$ cat src/rtl/pce_pkg.sv
// ----------------------------------------------------------------------------
// pce_pkg
// Types and codes shared by the priority collection engine.
// ----------------------------------------------------------------------------
package pce_pkg;

  // Request codes
  localparam logic [2:0] REQ_ADD     = 3'd0;
  localparam logic [2:0] REQ_PROMOTE = 3'd1;
  localparam logic [2:0] REQ_PEEK    = 3'd2;
  localparam logic [2:0] REQ_POP     = 3'd3;
  localparam logic [2:0] REQ_LOOKUP  = 3'd4;

  // Status codes
  localparam logic [2:0] ST_OK        = 3'd0;
  localparam logic [2:0] ST_FULL      = 3'd1;
  localparam logic [2:0] ST_EXHAUSTED = 3'd2;
  localparam logic [2:0] ST_UNKNOWN   = 3'd3;
  localparam logic [2:0] ST_EMPTY     = 3'd4;

  // What the shared compare unit looks for during a scan
  typedef enum logic [1:0] {
    SCAN_FREE,
    SCAN_ID,
    SCAN_MAX
  } scan_mode_e;

  typedef struct packed {
    logic [2:0]  req_type;
    logic [31:0] payload_in;
    logic [31:0] entry_id;
  } req_t;

  typedef struct packed {
    logic [2:0]  status;
    logic [31:0] result_id;
    logic [31:0] payload_out;
    logic [15:0] priority_out;
    logic        is_live;
  } rsp_t;

endpackage

$ cat src/rtl/pce_match.sv
// ----------------------------------------------------------------------------
// pce_match
// Shared compare unit: decides whether the slot under scan replaces the
// best candidate held so far.
// ----------------------------------------------------------------------------
module pce_match
  import pce_pkg::*;
#(
  parameter int unsigned PRIORITY_BITS = 16,
  parameter int unsigned IDENT_BITS    = 32
) (
  input  scan_mode_e               mode_i,
  input  logic [31:0]              key_id_i,
  input  logic                     cand_valid_i,
  input  logic [IDENT_BITS-1:0]    cand_ident_i,
  input  logic [PRIORITY_BITS-1:0] cand_prio_i,
  input  logic                     best_found_i,
  input  logic [IDENT_BITS-1:0]    best_ident_i,
  input  logic [PRIORITY_BITS-1:0] best_prio_i,
  output logic                     take_o
);

  logic id_hit;
  logic beats;

  // a key wider than the identifier space never matches
  assign id_hit = (key_id_i == 32'(cand_ident_i));
  // ties go to the newer identifier
  assign beats  = (cand_prio_i > best_prio_i) ||
                  ((cand_prio_i == best_prio_i) && (cand_ident_i > best_ident_i));

  always_comb begin
    unique case (mode_i)
      SCAN_FREE: take_o = !cand_valid_i && !best_found_i;
      SCAN_ID:   take_o = cand_valid_i && !best_found_i && id_hit;
      SCAN_MAX:  take_o = cand_valid_i && (!best_found_i || beats);
      default:   take_o = 1'b0;
    endcase
  end

endmodule

$ cat config.mk
export PLATFORM = sky130hd
export DESIGN_NAME = pce_match
export DESIGN_NICKNAME = d
export VERILOG_FILES = /design/src/rtl/pce_pkg.sv /design/src/rtl/pce_match.sv
export SDC_FILE = /design/constraint.sdc
export NUM_CORES = 1
export LEC_CHECK = 0
export BUFFER_PORTS_ARGS = -buffer_cell sky130_fd_sc_hd__buf_2
export CORE_ASPECT_RATIO = 2
export CORE_MARGIN = 10
export CORE_UTILIZATION = 37
export DETAILED_ROUTE_END_ITERATION = 12
export PLACE_DENSITY = 0.93
export SYNTH_ARGS = -nofsm -noshare
export SYNTH_HDL_FRONTEND = slang
export SYNTH_SLANG_ARGS = --single-unit
$ cat constraint.sdc
create_clock -name vclk -period 2.2
set_input_delay 0.44 -clock vclk [all_inputs]
set_output_delay 0.44 -clock vclk [all_outputs]
set_load 0.05 [all_outputs]
==> impl_results.md, run 1 <==
- Vias in the first global route: 2,567
- Die Wd: 66.45 µm
- Metal3 WL: 565 µm
- Top cell types by occurrence after synthesis: inv_1 (49), ha_1 (48), xnor2_1 (29)
- Critical Path End Type: output pin
- Pins Over Slew Limit: 0
- Uppermost layer routed: met4
- Final setup margin: -399.6 ps
- Avg WL per Cell: 16.93 µm
- Starting Density: 38.67%
- Syn nets: 398
- DP HPWL: 6.740 mm
- Synth top area cells: ha_1 (38%), xnor2_1 (16%), inv_1 (12%), nand4_1 (6.7%), a21oi_1 (6.3%)
- Iteration-0 DRC Markers: 87
- M1 WL: 2.273 mm
- Metal2 WL: 4.403 mm
- Post-route ant nets: 0
- Die Span Y: 112.9 µm
- I/O Buffers: 133
- Largest net degree at the start of global routing: 5
- Yosys warning count: 0
- Share of layout cells above drive strength 1: 55.90%
- Fill count: 332
- Via count: 2,189
- Pleak: 1.613 nW
- Register area share after synthesis: 0%
- Initial antenna violation count: 0
- Core area: 4129 µm²
- Final setup vio count: 1
- Multi-input logic area: 1704 µm²
- Total Nets Final: 572
- Hold EP: take_o
- Failing checks: setup timing
- Mapped cell area: 1597 µm²
- Clock buffers: 0
- Max Cap Viol: 0
- Max_slew headroom: 72.40%
- FF+latch area: 0 µm²
- Worst-margin pin slew: 410.2 ps
- RSZ-0062 raised after global routing: true
- Fin crit share: 118.2%
- Hold slack: 1497 ps
- Vias per cell: 4.952
- Status: finished, violations left
- IO Count: 133
- Final Wtd Congestion: 0.9094
- All-layer global routing usage: 18.81%
- # rows: 33
- Syn Area/Cell: 7.324 µm²
- Global route overflow: 0
- Hold_sp: mode_i[1]
- Hold path cells: 4
- Count leader, synth: inv_1
- Area leader, netlist: ha_1
- Ant diodes: 0
- Die area: 7502 µm²
- Required @ worst endpoint: 1760 ps
- DRC: 0
- Critical path startpoint category: input port
- Drt total wl: 7.483 mm
- Worst VDD drop: 0.1069 mV
- Fmax: 384.7 MHz
- Mapped Cells: 218
- Critical path type: in2out
- First-pass DRT Iterations: 4
- P&R area growth vs syn: 87.93%
- Hold Crit Class: in2out
- Final min period: 2600 ps
- Crit path DAT: 2160 ps
- PD cells: 187.8 nW/µm²
- First-pass GRT wire length: 11.37 mm
- Share of Yosys cell area claimed by the top area cell type: 37.62%
- Hold Violations, Final: 0
- CP max FO: 2
- Number of flip-flops and latches: 0
- Post-synthesis cell type count: 26
- Setup WS pre-CTS: -568.9 ps
logic make-up after synthesis:
family	Yosys count	synth area share, %
buf+inv	49	11.52
fa+ha+maj	48	37.62
simple gates	48	17.63
compound gates	41	15.67
xor+xnor	32	17.55
metrics by stage:
stage	instances	power, W	utilization, %	instance area (µm²)	setup TNS, ps
after floorplan	218	0.0002343	-	1750	-193.8
after global placement	438	0.0004761	66.45	2744	-538.5
after detailed placement	438	0.0005023	66.45	2744	-568.9
after CTS	442	0.0005580	72.52	2994	-387.6
after global routing	442	0.0006193	72.67	3000	-518.0
final	442	0.0005634	72.67	3000	-399.6
report_power, final:
group	internal, W	switching, W	leakage [nW]
registers	0	0	0
clock network	0	0	0
logic	0.000315	0.000248	1.61
total	0.000315	0.000248	1.61
layout by cell type, fill, tap and decap left out, drive strengths merged:
cell type    n
o21ai        7
ha          48
and3b        1
nor3         1
nand4       17
xnor2       29
a21oi       20
a221oi       1
and4         1
nand2       10
o211ai       1
nand3b       1
a21o         6
o41ai        1
xor2         3
nor2b        2
a211o        1
nor4bb       1
inv         49
nor2         5
nor4         5
buf        172
nand3        4
a221o        2
a211oi       1
o221ai       1
how the worst max path moves through the flow:
| stage | startpoint | depth (start not counted) | to | slack, ps |
|---|---|---|---|---|
| after global placement | cand_ident_i[14] | 9 | take_o | -540 |
| after global routing | best_ident_i[31] | 9 | take_o | -520 |
| after CTS | cand_ident_i[29] | 9 | take_o | -390 |
| after floorplan | best_ident_i[14] | 8 | take_o | -190 |
| final | cand_ident_i[7] | 9 | take_o | -400 |
| after detailed placement | cand_ident_i[14] | 9 | take_o | -570 |
critical path: stages:
cell,delay [ps]
buf_4,120
ha_4,250
a21oi_2,120
o21ai_1,70
a221o_1,350
a211oi_2,180
o221ai_1,140
a211o_2,330
buf_8,150
per-layer routing:
| layer | vias to the layer above | GRT usage, % |
|---|---|---|
| met5 | - | 0 |
| met4 | 0 | 5.345 |
| met3 | 16 | 4.545 |
| met2 | 93 | 40.40 |
| met1 | 971 | 14.83 |
| li1 | 1109 | - |
cell type report:
class	instances	share of cell area (%)
Inverter	49	6.464
Multi-Input combinational cell	169	56.80
Tap cell	52	2.168
Timing Repair Buffer	172	34.57
what timing repair did:
item	4_1_cts	5_1_grt
hold buffers	0	0
gates resized for setup	42	2
pin swaps	22	1
endpoints found under the setup margin	1	1
buffers inserted	4	0
No activity file was read; power rests on OpenSTA's default activity.
==> run 2, diff against run 1 <==
Settings changed: PLACE_DENSITY 0.93 to 0.84.
==> run 2 against run 1 <==
The flow still finishes with violations (setup timing). Flip-flop and latch count is the same. Critical path depth down 1. Non-clock buffer count grew 3.
==> impl_results.md, run 2 (same netlist as run 1, synthesis figures left out) <==
- Final Wtd Congestion: 0.8879 (-2.4%)
- P&R area growth vs syn: 86.13%
- Final setup vio count: 1 (unchanged)
- Starting Density: 38.67% (unchanged)
- DP HPWL: 6.566 mm (-2.6%)
- Avg WL per Cell: 16.29 µm (-3.8%)
- CP max FO: 3 (+1)
- Final min period: 2620 ps (+20.33 ps)
- Failing checks: setup timing
- All-layer global routing usage: 18.08% (-0.73 points)
- Crit path DAT: 2180 ps (+20 ps)
- Max Cap Viol: 0 (unchanged)
- Max_slew headroom: 76.28% (+3.9 points)
- IO Count: 133 (unchanged)
- Critical Path End Type: output pin
- # rows: 33 (unchanged)
- Post-route insts no fill: 445 (+0.68%)
- Drt total wl: 7.247 mm (-3.2%)
- Fmax: 381.7 MHz (-0.78%)
- DRC: 0 (unchanged)
- Dpl cell area: 2774 µm² (+1.1%)
- Cts hold-fix bufs: 0 (unchanged)
- WP buf/inv: 2 (unchanged)
- FF+latch area: 0 µm² (unchanged)
- Pleak: 1.611 nW (-0.11%)
- Pins Over Slew Limit: 0 (unchanged)
- Most frequent cells in the layout: buf_2 (126), buf_4 (42), inv_1 (32)
- First-pass DRT Iterations: 4 (unchanged)
- Vias per cell: 5.022 (+1.4%)
- Worst-margin pin slew: 352.6 ps (-57.63 ps)
- Clock buffers: 0 (unchanged)
- Worst VDD drop: 0.09967 mV (-6.8%)
- Post-route ant nets: 0 (unchanged)
- Critical path type: in2out
- Die area: 7502 µm² (unchanged)
- Vias in the first global route: 2,534 (-1.3%)
- Hold Crit Class: in2out
- First-pass GRT wire length: 11.17 mm (-1.8%)
- Core area: 4129 µm² (unchanged)
- Ant diodes: 0 (unchanged)
- Commonest non-fill, non-tap cell in the layout: buf_2
- Iteration-0 DRC Markers: 97 (+11%)
- Largest net degree at the start of global routing: 5 (unchanged)
- Via count: 2,235 (+2.1%)
- Number of flip-flops and latches: 0 (unchanged)
- CP top delay family: simple AND/OR/NAND/NOR gates
- Die Span Y: 112.9 µm (unchanged)
- I/O Buffers: 133 (unchanged)
- RSZ-0062 raised after global routing: true
- Fill count: 357 (+7.5%)
- Total Power: 0.0005475 W (-2.8%)
- Post-Place Cells: 442 (+0.91%)
- Status: finished, violations left
- Crit-path cells: buf_2 -> ha_4 -> nand4_1 -> nor4_4 -> nand4_1 -> and3b_1 -> a211o_2 -> buf_8
- Required @ worst endpoint: 1760 ps (about the same)
- Fin area: 2972 µm² (-0.96%)
- CP peak stage delay: 340 ps (about the same)
- Hold Violations, Final: 0 (unchanged)
- Fin crit share: 119.1% (+0.92 points)
- Final setup margin: -419.9 ps (-20.33 ps)
- Total Nets Final: 575 (+0.52%)
- Cell mode on critical path: nand4_1
- Critical path startpoint category: input port
- Die Wd: 66.45 µm (unchanged)
- Share of layout cells above drive strength 1: 55.98% (+0.082 points)
- PD cells: 184.2 nW/µm² (-1.9%)
- Critical path's slowest cell: a211o_2
- Global route overflow: 0 (unchanged)
- Initial antenna violation count: 0 (unchanged)
## run 2: changes by cell type in the layout (fill, tap and decap cells not counted), moves of 2 or more
cell | before | now
a21oi_1 | 15 | 17
buf_4 | 40 | 42
buf_2 | 121 | 126
inv_1 | 34 | 32
a21oi_2 | 5 | 3
inv_2 | 11 | 14
buf_6 | 9 | 5
## run 2: final cells by class
class                      count  area, µm²  area share [%]
multi-input combinational    169       1683           56.63
inverter                      49      191.4           6.442
tap                           52      65.06           2.189
timing repair buffer         175       1032           34.74
## run 2: timing repair
item,4_1_cts,5_1_grt
buffers inserted,3,0
resized for setup,27,7
pin swaps,18,1
setup endpoints to repair,1,1
## run 2: metal layers
layer  part of all wire (%)  GRT usage, %  vias to the layer above
met5                      0             0                        -
met4                    2.5         3.938                        0
met3                    7.9         4.842                       12
met2                     58         38.41                      103
met1                     31         14.83                     1007
li1                       -             -                     1113
## run 2: per-stage QoR
stage / hold slack [ps] / util (%) / setup slack, ps / setup TNS (ps)
floorplan: 1320 / - / -193.8 / -193.8
global placement: 1520 / 67.18 / -541.6 / -541.6
detailed placement: 1533 / 67.18 / -559.3 / -559.3
CTS: 1488 / 71.52 / -401.8 / -401.8
global route: 1527 / 71.97 / -531.7 / -531.7
finish: 1498 / 71.97 / -419.9 / -419.9
## run 2: final timing paths
check / slack (ps) / cells after the start / startpoint / to
max: -420 / 8 / cand_ident_i[28] / take_o
min: 1500 / 4 / mode_i[1] / take_o
## run 2: power breakdown
group / total (W) / internal [W] / switching (W)
clock: 0 / 0 / 0
combinational: 0.000547 / 0.000307 / 0.000241
sequential: 0 / 0 / 0
